`config.mk`:
```
export PLATFORM = sky130hd
export DESIGN_NAME = wav_stream_parser
export DESIGN_NICKNAME = d
export VERILOG_FILES = /design/src/rtl/core/wsp_pkg.sv /design/src/rtl/core/wav_stream_parser.sv /design/src/rtl/core/wsp_in_stage.sv /design/src/rtl/core/wsp_parse_core.sv /design/src/rtl/core/wsp_out_stage.sv
export VERILOG_INCLUDE_DIRS = /design/src /design/src/rtl/core
export SDC_FILE = /design/constraint.sdc
export NUM_CORES = 1
export LEC_CHECK = 0
export ABC_AREA = 1
export BUFFER_PORTS_ARGS = -buffer_cell sky130_fd_sc_hd__buf_2
export CORE_ASPECT_RATIO = 1.5
export CORE_MARGIN = 2
export CORE_UTILIZATION = 41
export DETAILED_ROUTE_END_ITERATION = 16
export GPL_ROUTABILITY_DRIVEN = 0
export PLACE_DENSITY_LB_ADDON = 0.05
export SLEW_MARGIN = 20
export SYNTH_ARGS = -nofsm -noshare
export SYNTH_HDL_FRONTEND = slang
export SYNTH_HIERARCHICAL = 1
export SYNTH_SLANG_ARGS = --single-unit
```
`constraint.sdc`:
```
create_clock -name i_clk -period 6.2 [get_ports i_clk]
set_input_delay 1.24 -clock i_clk [delete_from_list [all_inputs] [get_ports i_clk]]
set_output_delay 1.24 -clock i_clk [all_outputs]
set_load 0.005 [all_outputs]
```
`src/rtl/core/wav_stream_parser_assert.svh`:
```
// assertion macros for the wav stream parser rtl
// depends on nothing; included inside module bodies after the logic
`ifndef WAV_STREAM_PARSER_ASSERT_SVH
`define WAV_STREAM_PARSER_ASSERT_SVH

// consequent checked in the same cycle
`define WSP_ASSERT_SAME(lbl, clk, rst_n, ante, cons) \
    lbl: assert property (@(posedge clk) disable iff (!rst_n) (ante) |-> (cons)) \
        else $error("wsp assertion failed");

// consequent checked in the cycle after the antecedent
`define WSP_ASSERT_NEXT(lbl, clk, rst_n, ante, cons) \
    lbl: assert property (@(posedge clk) disable iff (!rst_n) (ante) |=> (cons)) \
        else $error("wsp assertion failed");

`endif

```
`src/rtl/core/wsp_pkg.sv`:
```
// types, tags and codes for the wav stream parser
// no dependencies; imported by every module of the block
`timescale 1ns / 1ps

package wsp_pkg;

    // chunk and header tags as little-endian words
    localparam logic [31:0] TAG_RIFF = 32'h4646_4952;
    localparam logic [31:0] TAG_WAVE = 32'h4556_4157;
    localparam logic [31:0] TAG_FMT  = 32'h2074_6D66;
    localparam logic [31:0] TAG_DATA = 32'h6174_6164;
    localparam logic [31:0] FMT_MIN  = 32'd16;

    localparam logic [15:0] FMT_CODE_PCM  = 16'd1;
    localparam logic [31:0] FMT_BITS_16   = 32'd16;
    localparam logic [1:0]  CHAN_MONO     = 2'd1;
    localparam logic [1:0]  CHAN_STEREO   = 2'd2;
    localparam logic [2:0]  FRAME_STEREO  = 3'd4;

    typedef enum logic [3:0] {
        PH_RIFF  = 4'd0,
        PH_FSIZE = 4'd1,
        PH_WAVE  = 4'd2,
        PH_ID    = 4'd3,
        PH_SIZE  = 4'd4,
        PH_FMT   = 4'd5,
        PH_SKIP  = 4'd6,
        PH_DATA  = 4'd7
    } t_phase;

    typedef enum logic [1:0] {
        KIND_SAMPLE = 2'd0,
        KIND_EMPTY  = 2'd1,
        KIND_ERROR  = 2'd2
    } t_kind;

    typedef enum logic [2:0] {
        ERR_NONE     = 3'd0,
        ERR_NOT_RIFF = 3'd1,
        ERR_NOT_WAVE = 3'd2,
        ERR_FMT_SIZE = 3'd3,
        ERR_UNSUPP   = 3'd4,
        ERR_BAD_DATA = 3'd5,
        ERR_TRUNC    = 3'd6
    } t_err;

    typedef struct packed {
        logic [7:0] data_byte;
        logic       end_flag;
    } t_in_item;

    typedef struct packed {
        logic               valid;
        t_kind              kind;
        logic signed [15:0] left_sample;
        logic signed [15:0] right_sample;
        logic               last_sample;
        t_err               error_code;
        logic [31:0]        rate_hz;
        logic [1:0]         channel_count;
    } t_result;

endpackage

```
`src/rtl/core/wav_stream_parser.sv`:
```
// top level of the riff/wav 16-bit pcm stream parser
// depends on wsp_pkg, wsp_in_stage, wsp_parse_core, wsp_out_stage
//
//  channel  | dir | tdata                        | tuser      | tlast
//  ---------+-----+------------------------------+------------+------------
//  s (byte) | in  | data_byte[7:0]               | end_flag   | -
//  m (res)  | out | left, right, err, rate, chan | kind[1:0]  | last_sample
//
// one byte word is taken per clock while o_s_tready is high; a result passes from its
// accepted byte through the input register, parse logic and result register
// one 32-bit byte counter serves the fmt, skip and data phases, updated once per byte
// stalls on the result side propagate back one register to o_s_tready
// reset (synchronous, active low) clears handshake and parser state
// after an error, an empty data chunk or the final sample all further words are dropped silently
`timescale 1ns / 1ps

module wav_stream_parser (
    input  logic        i_clk,
    input  logic        i_rst_n,
    // byte stream in
    input  logic        i_s_tvalid,
    output logic        o_s_tready,
    input  logic [7:0]  i_s_tdata,   // [7:0] data_byte
    input  logic        i_s_tuser,   // [0] end_flag
    // result stream out
    output logic        o_m_tvalid,
    input  logic        i_m_tready,
    output logic [71:0] o_m_tdata,   // [15:0] left_sample, [31:16] right_sample,
                                     // [34:32] error_code, [66:35] rate_hz,
                                     // [68:67] channel_count, [71:69] zero
    output logic [1:0]  o_m_tuser,   // [1:0] kind
    output logic        o_m_tlast    // last_sample
);
    import wsp_pkg::*;

    t_in_item s_item;
    t_in_item in_item;
    logic     in_valid;
    logic     out_space;
    logic     fire;
    t_result  core_res;
    t_result  out_res;

    assign s_item.data_byte = i_s_tdata;
    assign s_item.end_flag  = i_s_tuser;

    // a held byte is parsed whenever the result register can take its result
    assign fire = in_valid && out_space;

    wsp_in_stage u_in (
        .i_clk     (i_clk),
        .i_rst_n   (i_rst_n),
        .i_valid   (i_s_tvalid),
        .o_ready   (o_s_tready),
        .i_item    (s_item),
        .i_advance (fire),
        .o_valid   (in_valid),
        .o_item    (in_item)
    );

    wsp_parse_core u_core (
        .i_clk   (i_clk),
        .i_rst_n (i_rst_n),
        .i_fire  (fire),
        .i_item  (in_item),
        .o_res   (core_res)
    );

    wsp_out_stage u_out (
        .i_clk   (i_clk),
        .i_rst_n (i_rst_n),
        .i_load  (fire && core_res.valid),
        .i_res   (core_res),
        .o_space (out_space),
        .o_valid (o_m_tvalid),
        .i_ready (i_m_tready),
        .o_res   (out_res)
    );

    // pack payload lowest field first, padded to whole bytes
    assign o_m_tdata = {3'b000, out_res.channel_count, out_res.rate_hz,
                        out_res.error_code, out_res.right_sample, out_res.left_sample};
    assign o_m_tuser = out_res.kind;
    assign o_m_tlast = out_res.last_sample;

endmodule

```
`src/rtl/core/wsp_in_stage.sv`:
```
// input register of the wav stream parser
// depends on wsp_pkg
`timescale 1ns / 1ps

module wsp_in_stage (
    input  logic              i_clk,
    input  logic              i_rst_n,
    input  logic              i_valid,
    output logic              o_ready,
    input  wsp_pkg::t_in_item i_item,
    input  logic              i_advance,
    output logic              o_valid,
    output wsp_pkg::t_in_item o_item
);
    import wsp_pkg::*;

    logic     r_valid;
    t_in_item r_item;

    assign o_ready = !r_valid || i_advance;
    assign o_valid = r_valid;
    assign o_item  = r_item;

    always_ff @(posedge i_clk) begin
        if (!i_rst_n) begin
            r_valid <= 1'b0;
        end else if (i_valid && o_ready) begin
            r_valid <= 1'b1;
        end else if (i_advance) begin
            r_valid <= 1'b0;
        end
    end

    always_ff @(posedge i_clk) begin
        if (i_valid && o_ready) begin
            r_item <= i_item;
        end
    end

endmodule

```
`src/rtl/core/wsp_parse_core.sv`:
```
// riff/wav parse state and per-byte next-state logic
// depends on wsp_pkg and wav_stream_parser_assert.svh
`timescale 1ns / 1ps

module wsp_parse_core (
    input  logic              i_clk,
    input  logic              i_rst_n,
    input  logic              i_fire,
    input  wsp_pkg::t_in_item i_item,
    output wsp_pkg::t_result  o_res
);
    import wsp_pkg::*;

    // byte offsets inside the 16-byte fmt body
    localparam logic [3:0] FO_CODE_LO = 4'd0;
    localparam logic [3:0] FO_CODE_HI = 4'd1;
    localparam logic [3:0] FO_CHAN_LO = 4'd2;
    localparam logic [3:0] FO_CHAN_HI = 4'd3;
    localparam logic [3:0] FO_RATE_0  = 4'd4;
    localparam logic [3:0] FO_RATE_1  = 4'd5;
    localparam logic [3:0] FO_RATE_2  = 4'd6;
    localparam logic [3:0] FO_RATE_3  = 4'd7;
    localparam logic [3:0] FO_BITS_LO = 4'd14;
    localparam logic [3:0] FO_BITS_HI = 4'd15;

    t_phase      r_phase,        n_phase;
    logic [31:0] r_byte_cnt,     n_byte_cnt;
    logic [31:0] r_word,         n_word;
    logic [31:0] r_chunk_len,    n_chunk_len;
    logic        r_fmt_seen,     n_fmt_seen;
    logic [1:0]  r_chan,         n_chan;
    logic [31:0] r_rate,         n_rate;
    logic [15:0] r_fmt_code,     n_fmt_code;
    logic [30:0] r_samples_left, n_samples_left;
    logic [2:0]  r_frame_bytes,  n_frame_bytes;
    logic        r_halted,       n_halted;

    always_ff @(posedge i_clk) begin
        if (!i_rst_n) begin
            r_phase        <= PH_RIFF;
            r_byte_cnt     <= '0;
            r_word         <= '0;
            r_chunk_len    <= '0;
            r_fmt_seen     <= 1'b0;
            r_chan         <= '0;
            r_rate         <= '0;
            r_fmt_code     <= '0;
            r_samples_left <= '0;
            r_frame_bytes  <= '0;
            r_halted       <= 1'b0;
        end else begin
            r_phase        <= n_phase;
            r_byte_cnt     <= n_byte_cnt;
            r_word         <= n_word;
            r_chunk_len    <= n_chunk_len;
            r_fmt_seen     <= n_fmt_seen;
            r_chan         <= n_chan;
            r_rate         <= n_rate;
            r_fmt_code     <= n_fmt_code;
            r_samples_left <= n_samples_left;
            r_frame_bytes  <= n_frame_bytes;
            r_halted       <= n_halted;
        end
    end

    always_comb begin
        logic [7:0]  v_b;
        logic [31:0] v_word_in;
        logic [1:0]  v_cnt2;
        logic        v_done;
        logic [3:0]  v_fidx;
        logic [31:0] v_w16;
        logic [2:0]  v_dcnt;
        logic [31:0] v_dword;
        logic [30:0] v_sl;
        logic        v_mis;
        logic        v_fail;
        t_err        v_code;

        v_b       = i_item.data_byte;
        v_word_in = {v_b, r_word[31:8]};
        v_cnt2    = r_byte_cnt[1:0] + 2'd1;
        v_done    = (v_cnt2 == 2'd0);
        v_fidx    = r_byte_cnt[3:0];
        v_w16     = {16'd0, v_b, r_word[7:0]};
        v_dcnt    = {1'b0, r_byte_cnt[1:0]} + 3'd1;
        v_dword   = r_word | ({24'd0, v_b} << {r_byte_cnt[1:0], 3'b000});
        v_sl      = (r_samples_left != '0) ? r_samples_left - 31'd1 : '0;
        v_mis     = (r_chan == CHAN_STEREO) ? |v_word_in[1:0] : v_word_in[0];
        v_fail    = 1'b0;
        v_code    = ERR_NONE;

        n_phase        = r_phase;
        n_byte_cnt     = r_byte_cnt;
        n_word         = r_word;
        n_chunk_len    = r_chunk_len;
        n_fmt_seen     = r_fmt_seen;
        n_chan         = r_chan;
        n_rate         = r_rate;
        n_fmt_code     = r_fmt_code;
        n_samples_left = r_samples_left;
        n_frame_bytes  = r_frame_bytes;
        n_halted       = r_halted;

        o_res               = '0;
        o_res.kind          = KIND_SAMPLE;
        o_res.error_code    = ERR_NONE;
        o_res.rate_hz       = r_rate;
        o_res.channel_count = r_chan;

        if (i_fire && !r_halted) begin
            if (i_item.end_flag) begin
                v_fail = 1'b1;
                v_code = ERR_TRUNC;
            end else begin
                unique case (r_phase)
                    PH_RIFF: begin
                        n_word     = v_word_in;
                        n_byte_cnt = {30'd0, v_cnt2};
                        if (v_done) begin
                            if (v_word_in != TAG_RIFF) begin
                                v_fail = 1'b1;
                                v_code = ERR_NOT_RIFF;
                            end else begin
                                n_phase = PH_FSIZE;
                            end
                        end
                    end
                    PH_FSIZE: begin
                        n_word     = v_word_in;
                        n_byte_cnt = {30'd0, v_cnt2};
                        if (v_done) begin
                            n_phase = PH_WAVE;
                        end
                    end
                    PH_WAVE: begin
                        n_word     = v_word_in;
                        n_byte_cnt = {30'd0, v_cnt2};
                        if (v_done) begin
                            if (v_word_in != TAG_WAVE) begin
                                v_fail = 1'b1;
                                v_code = ERR_NOT_WAVE;
                            end else begin
                                n_phase = PH_ID;
                            end
                        end
                    end
                    PH_ID: begin
                        n_word     = v_word_in;
                        n_byte_cnt = {30'd0, v_cnt2};
                        // chunk id parks in the length register until the size is in
                        if (v_done) begin
                            n_chunk_len = v_word_in;
                            n_phase     = PH_SIZE;
                        end
                    end
                    PH_SIZE: begin
                        n_word     = v_word_in;
                        n_byte_cnt = {30'd0, v_cnt2};
                        if (v_done) begin
                            n_chunk_len = v_word_in;
                            if (r_chunk_len == TAG_FMT) begin
                                if (r_fmt_seen || (v_word_in < FMT_MIN)) begin
                                    v_fail = 1'b1;
                                    v_code = ERR_FMT_SIZE;
                                end else begin
                                    n_fmt_seen = 1'b1;
                                    n_rate     = '0;
                                    n_fmt_code = '0;
                                    n_chan     = '0;
                                    n_byte_cnt = '0;
                                    n_phase    = PH_FMT;
                                end
                            end else if (r_chunk_len == TAG_DATA) begin
                                if (!r_fmt_seen) begin
                                    v_fail = 1'b1;
                                    v_code = ERR_TRUNC;
                                end else if (((r_chan != CHAN_MONO) &&
                                              (r_chan != CHAN_STEREO)) || v_mis) begin
                                    v_fail = 1'b1;
                                    v_code = ERR_BAD_DATA;
                                end else if (v_word_in == '0) begin
                                    n_halted   = 1'b1;
                                    o_res.valid = 1'b1;
                                    o_res.kind  = KIND_EMPTY;
                                end else begin
                                    n_frame_bytes  = {r_chan, 1'b0};
                                    n_samples_left = (r_chan == CHAN_STEREO) ?
                                                     {1'b0, v_word_in[31:2]} :
                                                     v_word_in[31:1];
                                    n_byte_cnt     = '0;
                                    n_word         = '0;
                                    n_phase        = PH_DATA;
                                end
                            end else begin
                                n_byte_cnt = v_word_in;
                                n_phase    = (v_word_in == '0) ? PH_ID : PH_SKIP;
                            end
                        end
                    end
                    PH_FMT: begin
                        n_byte_cnt = {28'd0, v_fidx + 4'd1};
                        unique case (v_fidx)
                            FO_CODE_LO: n_fmt_code = {8'd0, v_b};
                            FO_CODE_HI: n_fmt_code = {v_b, r_fmt_code[7:0]};
                            FO_CHAN_LO, FO_BITS_LO: n_word = {24'd0, v_b};
                            FO_CHAN_HI: begin
                                n_word = v_w16;
                                n_chan = ((v_w16 == {30'd0, CHAN_MONO}) ||
                                          (v_w16 == {30'd0, CHAN_STEREO})) ?
                                         v_w16[1:0] : 2'd0;
                            end
                            FO_RATE_0, FO_RATE_1, FO_RATE_2, FO_RATE_3: begin
                                n_rate = r_rate | ({24'd0, v_b} << {v_fidx[1:0], 3'b000});
                            end
                            FO_BITS_HI: begin
                                n_word = v_w16;
                                if ((r_fmt_code != FMT_CODE_PCM) || (v_w16 != FMT_BITS_16) ||
                                    (r_chan == 2'd0)) begin
                                    v_fail = 1'b1;
                                    v_code = ERR_UNSUPP;
                                end else begin
                                    n_word = '0;
                                    if (r_chunk_len > FMT_MIN) begin
                                        n_byte_cnt = r_chunk_len - FMT_MIN;
                                        n_phase    = PH_SKIP;
                                    end else begin
                                        n_byte_cnt = '0;
                                        n_phase    = PH_ID;
                                    end
                                end
                            end
                            default: begin
                            end
                        endcase
                    end
                    PH_SKIP: begin
                        n_byte_cnt = (r_byte_cnt != '0) ? r_byte_cnt - 32'd1 : '0;
                        if (n_byte_cnt == '0) begin
                            n_word  = '0;
                            n_phase = PH_ID;
                        end
                    end
                    PH_DATA: begin
                        if (v_dcnt < r_frame_bytes) begin
                            n_word     = v_dword;
                            n_byte_cnt = {29'd0, v_dcnt};
                        end else begin
                            n_word             = '0;
                            n_byte_cnt         = '0;
                            n_samples_left     = v_sl;
                            o_res.valid        = 1'b1;
                            o_res.kind         = KIND_SAMPLE;
                            o_res.left_sample  = v_dword[15:0];
                            o_res.right_sample = (r_frame_bytes == FRAME_STEREO) ?
                                                 v_dword[31:16] : v_dword[15:0];
                            if (v_sl == '0) begin
                                o_res.last_sample = 1'b1;
                                n_halted          = 1'b1;
                            end
                        end
                    end
                    default: begin
                        v_fail = 1'b1;
                        v_code = ERR_TRUNC;
                    end
                endcase
            end
        end

        // an error outranks anything set above and freezes the parser
        if (v_fail) begin
            n_halted            = 1'b1;
            o_res               = '0;
            o_res.valid         = 1'b1;
            o_res.kind          = KIND_ERROR;
            o_res.error_code    = v_code;
        end
    end

`include "wav_stream_parser_assert.svh"

    `WSP_ASSERT_SAME(a_halt_silent, i_clk, i_rst_n, r_halted, !o_res.valid)
    `WSP_ASSERT_NEXT(a_err_halts, i_clk, i_rst_n,
                     o_res.valid && (o_res.kind == KIND_ERROR), r_halted)
    `WSP_ASSERT_NEXT(a_last_halts, i_clk, i_rst_n, o_res.valid && o_res.last_sample, r_halted)
    `WSP_ASSERT_SAME(a_frame_ok, i_clk, i_rst_n, r_phase == PH_DATA,
                     (r_frame_bytes == 3'd2) || (r_frame_bytes == FRAME_STEREO))
    `WSP_ASSERT_SAME(a_left_nonzero, i_clk, i_rst_n,
                     (r_phase == PH_DATA) && !r_halted, r_samples_left != '0)

endmodule

```
`src/rtl/core/wsp_out_stage.sv`:
```
// result register of the wav stream parser
// depends on wsp_pkg
`timescale 1ns / 1ps

module wsp_out_stage (
    input  logic             i_clk,
    input  logic             i_rst_n,
    input  logic             i_load,
    input  wsp_pkg::t_result i_res,
    output logic             o_space,
    output logic             o_valid,
    input  logic             i_ready,
    output wsp_pkg::t_result o_res
);
    import wsp_pkg::*;

    logic    r_valid;
    t_result r_res;

    assign o_space = !r_valid || i_ready;
    assign o_valid = r_valid;
    assign o_res   = r_res;

    always_ff @(posedge i_clk) begin
        if (!i_rst_n) begin
            r_valid <= 1'b0;
        end else if (i_load) begin
            r_valid <= 1'b1;
        end else if (i_ready) begin
            r_valid <= 1'b0;
        end
    end

    always_ff @(posedge i_clk) begin
        if (i_load) begin
            r_res <= i_res;
        end
    end

endmodule

```
==> results of run 1 <==
[cell type report]
| class | count | area share |
|---|---|---|
| multi-input cells | 1820 | 0.484 |
| inverters | 275 | 0.0570 |
| repair buffers | 111 | 0.0348 |
| well taps | 506 | 0.0349 |
| clock buffers | 36 | 0.0420 |
| clock inverters | 18 | 0.00794 |
| flip-flops and latches | 267 | 0.340 |
[stage by stage]
step / power, mW / utilization / worst slack, ns / cells
after global placement: 2.25 / 0.431 / 1.80 / 2979
after floorplan: 2.10 / - / 1.85 / 2485
after detailed placement: 2.25 / 0.431 / 1.73 / 2979
after CTS: 3.97 / 0.453 / 1.96 / 3033
final: 3.94 / 0.453 / 1.85 / 3033
after global routing: 4.07 / 0.453 / 1.63 / 3033
[routing by layer]
metal	track usage	up-vias	wire length, um
met1	0.350	7942	24500
met4	0.218	2	5550
met2	0.551	834	32800
li1	-	8246	-
met5	0	-	13
met3	0.0422	276	4320
[sequential cells by signal, indices dropped and copies added (netlist names)]
name                   cells
u_core/r_byte_cnt         32
u_core/r_chan              2
u_core/r_chunk_len        32
u_core/r_fmt_code         16
u_core/r_fmt_seen          1
u_core/r_frame_bytes       2
u_core/r_halted            1
u_core/r_phase             3
u_core/r_rate             32
u_core/r_samples_left     31
u_core/r_word             32
u_in/o_item                9
u_in/o_valid               1
u_out/o_res               72
u_out/o_valid              1
[report_power, final]
| group | switching, mW | internal, mW | total, mW |
|---|---|---|---|
| sequential | 0.0348 | 1.82 | 1.85 |
| combinational | 0.285 | 0.0882 | 0.373 |
| clock | 0.762 | 0.952 | 1.71 |
| total | 1.08 | 2.86 | 3.94 |
[worst max-delay path, delay by kind of cell (launching register included)]
kind / cells / cell delay [ns]
compound gates: 3 / 0.51
simple gates: 4 / 1.43
flops: 1 / 0.34
buf+inv: 5 / 1.67
[worst paths after layout]
path                      from           endpoint  slack [ns]
min          u_core/r_rate[27]  u_core/r_rate[27]        0.46
max reg2reg  u_core/r_phase[2]    u_out/o_res[54]        1.85
min reg2reg  u_core/r_rate[27]  u_core/r_rate[27]        0.46
max          u_core/r_phase[2]    u_out/o_res[54]        1.85
==> results by stage, run 1 <==
Run status:
- The flow ran to the end, and the final reports show no timing, DRC or antenna violations.

Timing:
- The transition time at the pin with the least slew margin is 1.04 ns.
- The peak clock frequency supported by timing is approximately 230 MHz.
- In the finished design, the share of the clock period the worst path needs comes to 0.702.
- For the final routed database, the setup TNS stands at 0 ns.
- The number of hold violations in the final report came to 0.
- Subtracting the final worst setup slack from the clock period gives between 4 and 5 ns.
- Across the routed clock network, the largest skew measured is 0.0202 ns.
- The hold slack is roughly 0.46 ns.
- Setup repair after global routing left no endpoint under its margin.
- The count of endpoints failing setup in the final report is 0.
- The final max-slew violation count is 0.
- In this run the tightest slew margin relative to its limit is 0.306.

Finish:
- In the final design database the tool counted ~2.5k nets.
- In the layout the commonest cells are nand2_1 (519), nor2_1 (414), inv_1 (257), dfxtp_1 (186), a21oi_1 (184).
- The most frequent standard cell in the layout excluding fill and tap cells is nand2_1.
- The repair_antennas step left the layout with diodes totalling 0.
- The number of inserted filler cells in the final layout is between 4k and 5k.
- The area growth from synthesis to layout is 9.94%.
- The multi-input combinational cells in the finished layout cover a total of between 8000 and 9000 um^2.
- In the final layout, the share of cells above drive strength 1 is 0.0918.
- After routing the design area is ~18000 um^2.
- Across the whole layout, storage elements account for between 6000 and 7000 um^2.

Worst setup path:
- Data arrives at the worst endpoint at ~4.6 ns.
- The slowest stage of the critical path is the nor2_4 cell.
- The highest fanout seen on the critical path is 35.
- STA classifies the critical path endpoint as a register.
- STA puts the critical path data required time at 6.47 ns.
- The largest stage delay on the critical path is 0.70 ns.
- The critical path goes through inv_2 > nor2_2 > buf_4 > clkinv_1 > a21oi_1 > o21ai_1 > nand2_2 > nand2_1 > o21ai_0 > inv_1 > nor2_4 > buf_4.
- The startpoint class of the critical path is a register.
- The length in cells of the worst reg-to-reg path is 12.
- Among the stages of the critical path, the cell type that occurs most often is buf_4.
- The critical path start-end classification is register to register.

Clock tree:
- The number of sinks on the clock net is around 270.
- CTS built an H-tree with a depth of 1.
- The count of hold buffers inserted by post-cts repair is 0.
- Clock tree synthesis inserted a total of 29 buffers.
- The CTS tree is yes.
- Clock-pin slew was measured on the worst setup and hold paths at 0.07 ns.
- The post-CTS repair timing setup buffer count is 0.
- The clock root buffer is clkbuf_16.
- In this run, post-CTS repair resized a total of 0 instances.
- The clock insertion delay at the later pin of the skew report is roughly 0.59 ns.
- The maximum root-to-sink buffer count is 3.

GRT:
- The global-route wire length before repair is about 100000 um.
- The initial antenna violation count came to 1.
- Across every metal layer, demand over resource in global routing totals 0.314.
- The number of global-route vias before repair came to between 15k and 20k.
- Entering global routing, the biggest net connects 84 pins.
- The total overflow reported by the global router is 0.

Drt:
- The average wire per cell in the routed design is about 22 um.
- The detailed-routing iteration count for the pre-antenna-repair pass is 8.
- The average vias per placed instance is between 5 and 6.
- The post-detailed-route count of antenna-violating nets is 0.
- The total via count in the routed design is between 15k and 20k.
- In this run, the number of DRC markers left after iteration 0 of detailed routing was around 1.9k.
- In the routed design, unresolved DRC markers number 0.
- Wires add up to ~67000 um.

Pwr:
- The leakage power total is around 7.7 nW.
- The worst IR drop on VDD is 197 uV.
- Power spread over the standard cell area amounts to 217 nW/um^2.

Floorplan:
- The initial core utilization is 0.412.
- The number of rows created at floorplan is 90.
- The vertical extent of the die is between 200 and 250 um.
- The die boundary width is ~170 um.
- During I/O placement, the number of pins put on the boundary was 90.
- The die covers between 40000 and 50000 um^2.
- After floorplanning, the core was sized to cover ~40000 um^2.

Synthesis:
- The warning count from the yosys run is 6.
- In this run the cell area of the synthesized design comes to 16500 um^2.
- The average instance in the mapped netlist occupies around 6.6 um^2.
- The count of mapped cells out of synthesis is between 2k and 2.5k.

Place:
- The count of port buffers added during placement is between 80 and 90.
- Detailed placement finished with a half-perimeter wire length of between 50000 and 60000 um.
- Once placement finished, the instance area stood at roughly 17000 um^2.

Run:
- Across the run, the number of max-cap violations was 0.

Worst hold path:
- The cell depth of the worst hold path is 2.
- The tightest min-delay check is of the register to register type.
No activity file was read; power rests on OpenSTA's default activity.
==> inputs of run 2 (changes only) <==
clock period = 4.1 ns   (was 6.2 ns; I/O delays follow)
==> run 2 against run 1 <==
Cell area grew 1.8%. Combinational power up 52%. First-iteration DRC count down 5.7%. Critical path depth up 2. Sequential share of layout area decreased by 0.59 points. Cell count is 1.2% higher. Via count is 1.7% higher. Register-to-register slack lost 1.6 ns. Global-route usage fell by 0.41 points. Count of clock-buffer cells in the layout shrank 3.
==> results by stage, run 2 (synthesis results as in run 1) <==
Run status:
- The flow ran to the end, and the final reports show no timing, DRC or antenna violations.

Floorplan:
- The number of rows created at floorplan is 90.
- In this run the vertical extent of the chip is ~250 um.
- The I/O pin count is 90.
- The die boundary width is 168 um.
- For this configuration, the core starts out at a cell density of 0.412.
- The floorplan step defined a die boundary enclosing roughly 42000 um^2.
- The core region is about 40000 um^2.

Timing:
- Of the available clock period, the critical path in the final layout requires 0.944.
- Setup violations remaining at the end of the flow were counted as 0.
- For the final routed database, the setup TNS stands at 0 ns.
- The number of hold violations in the final report is 0.
- The tightest hold path in the finished design has a slack of approximately 0.4 ns.
- Setup repair after global routing left no endpoint under its margin.
- The transition time at the pin with the least slew margin is 0.999 ns.
- The worst pin sits at a relative slew slack of 0.332.
- The final max-slew violation count is 0.
- Clock skew on the completed layout was measured at 0.0271 ns.
- The smallest clock period supported by the final layout is computed as about 3.9 ns.
- Based on the critical path, the design can be clocked at up to 258 MHz.

Worst setup path:
- The startpoint class of the critical path is a register.
- STA puts the critical path data arrival time at ~4.2 ns.
- The worst setup path is of the register to register kind.
- The required time of the worst setup path is between 4 and 5 ns.
- In this run the worst setup path begins at u_in/o_item[1].
- The worst-case register-to-register setup slack is about 0.23 ns.
- In this run the worst path has a maximum fanout of 28.
- The length in cells of the worst reg-to-reg path is 14.
- STA classifies the critical path endpoint as a register.
- In this run the critical register-to-register path is captured at u_out/o_res[46].
- In this run the critical register-to-register path is launched from u_in/o_item[1].

GRT:
- The initial antenna violation count is 3.
- The total overflow reported by the global router is 0.
- The global-route usage over all layers is 0.310.
- The number of global-route vias before repair is 16.5k.
- Entering global routing, the biggest net connects 85 pins.
- The global-route wire length before repair is between 90000 and 100000 um.

Drt:
- In this run, the number of DRC markers left after iteration 0 of detailed routing was 1794.
- Using the TritonRoute via totals, the vias-per-cell ratio works out to between 5 and 6.
- The total via count in the routed design is 17.6k.
- The average wire per cell in the routed design is 21.7 um.
- The final wirelength is about 67000 um.
- The detailed-routing iteration count for the pre-antenna-repair pass is 7.
- The post-route DRC violation count is 0.
- Once detail routing completed, the nets flagged for antenna violations numbered 0.

Clock tree:
- The number of gates resized after CTS was 0.
- In this run the clock root is driven by a clkbuf_16.
- The clock insertion delay at the later pin of the skew report is about 0.61 ns.
- The clock-pin slew on the worst setup and hold paths is 0.06 ns.
- The post-CTS repair timing setup buffer count is 0.
- The count of hold buffers inserted by post-cts repair is 0.
- The longest clock path from root to sink contains 3 buffers.
- Counting every sink on the clock net gives 267.
- The number of CTS-inserted buffers is 29.
- TritonCTS built the clock tree.
- CTS built an H-tree with a depth of 1.

Worst hold path:
- The cell depth of the worst hold path is 1.
- The end of the worst hold path is u_in/o_item[7].
- The min-delay analysis places its worst path in the category input pin to register.
- The start point of the worst min-delay path is i_s_tdata[6].

Finish:
- The register with the most flip-flops in the layout has 72 of them.
- The share of layout cells above drive strength 1 is 0.105.
- At the end of the flow, the number of nets in the layout was around 2.6k.
- Relative to the synthesized area, the layout overhead comes to 11.9%.
- In the layout the commonest cells are nand2_1 (519), nor2_1 (414), inv_1 (257), dfxtp_1 (186), a21oi_1 (184).
- Leaving out fill and tap cells, the most frequent cell in the layout is nand2_1.

Pwr:
- The overall power after layout is 6.15 mW.
- In this run the power density over the cells is 333 nW/um^2.
- The worst IR drop on VDD is roughly 330 uV.
- The leakage power total is roughly 7.9 nW.

Place:
- Detailed placement finished with a half-perimeter wire length of between 40000 and 50000 um.
- During placement, the flow inserted port buffers numbering 86.

Run:
- The number of max-capacitance violations reported is 0.
## run 2: cell types whose count changed in the layout (fill, tap and decap cells not counted), moves of 2 or more
cell        previous run  this run
buf_4                 24        57
bufinv_16              2         4
clkbuf_1               6         3
clkinvlp_4             3         5
diode_2                0         3
## run 2: cell type report
class | instances | area (um^2)
antenna | 3 | 7.51
multi-input combinational | 1820 | 8760
clock buffer | 33 | 751
tap | 506 | 633
fill | 4202 | 21500
inverter | 275 | 1030
timing repair buffer | 144 | 878
clock inverter | 21 | 230
sequential | 267 | 6160
## run 2: how the worst max path moves through the flow
stage                       to  depth (start not counted)
2_1_floorplan   u_out/o_res[0]                         12
3_3_place_gp   u_out/o_res[69]                         14
3_5_place_dp   u_out/o_res[34]                         14
4_1_cts        u_out/o_res[39]                         14
5_1_grt        u_out/o_res[39]                         14
6_report       u_out/o_res[46]                         14
## run 2: through the flow
stage	utilization	std cells	instance area, um^2	setup slack (ns)
floorplan	-	2485	16500	0.695
global placement	0.437	3012	17500	0.273
detailed placement	0.437	3012	17500	0.310
CTS	0.461	3066	18400	0.317
global route	0.461	3066	18400	0.144
finish	0.461	3069	18400	0.230
## run 2: per-layer routing
metal  track usage  routed length [um]
met5             0                  13
met1         0.347               24500
met2         0.547               32700
met4         0.196                4760
met3        0.0465                4590
## run 2: report_power, final
| group | switching (mW) | leakage [nW] | internal [mW] | total (mW) |
|---|---|---|---|---|
| Clock | 1.21 | 0.467 | 1.57 | 2.78 |
| Sequential | 0.0506 | 2.30 | 2.75 | 2.80 |
| Combinational | 0.421 | 5.15 | 0.146 | 0.567 |
## run 2: critical path: stages (launching register included)
cell	delay (ns)
edfxtp_1	0.66
inv_1	0.42
nand2_1	0.16
nor3_4	0.37
nand4_2	0.26
nand2_1	0.28
nand2_1	0.14
nand2_1	0.08
o21ai_1	0.11
nand2_2	0.09
nand2_1	0.08
o21ai_0	0.10
inv_1	0.10
nor2_4	0.43
buf_12	0.26
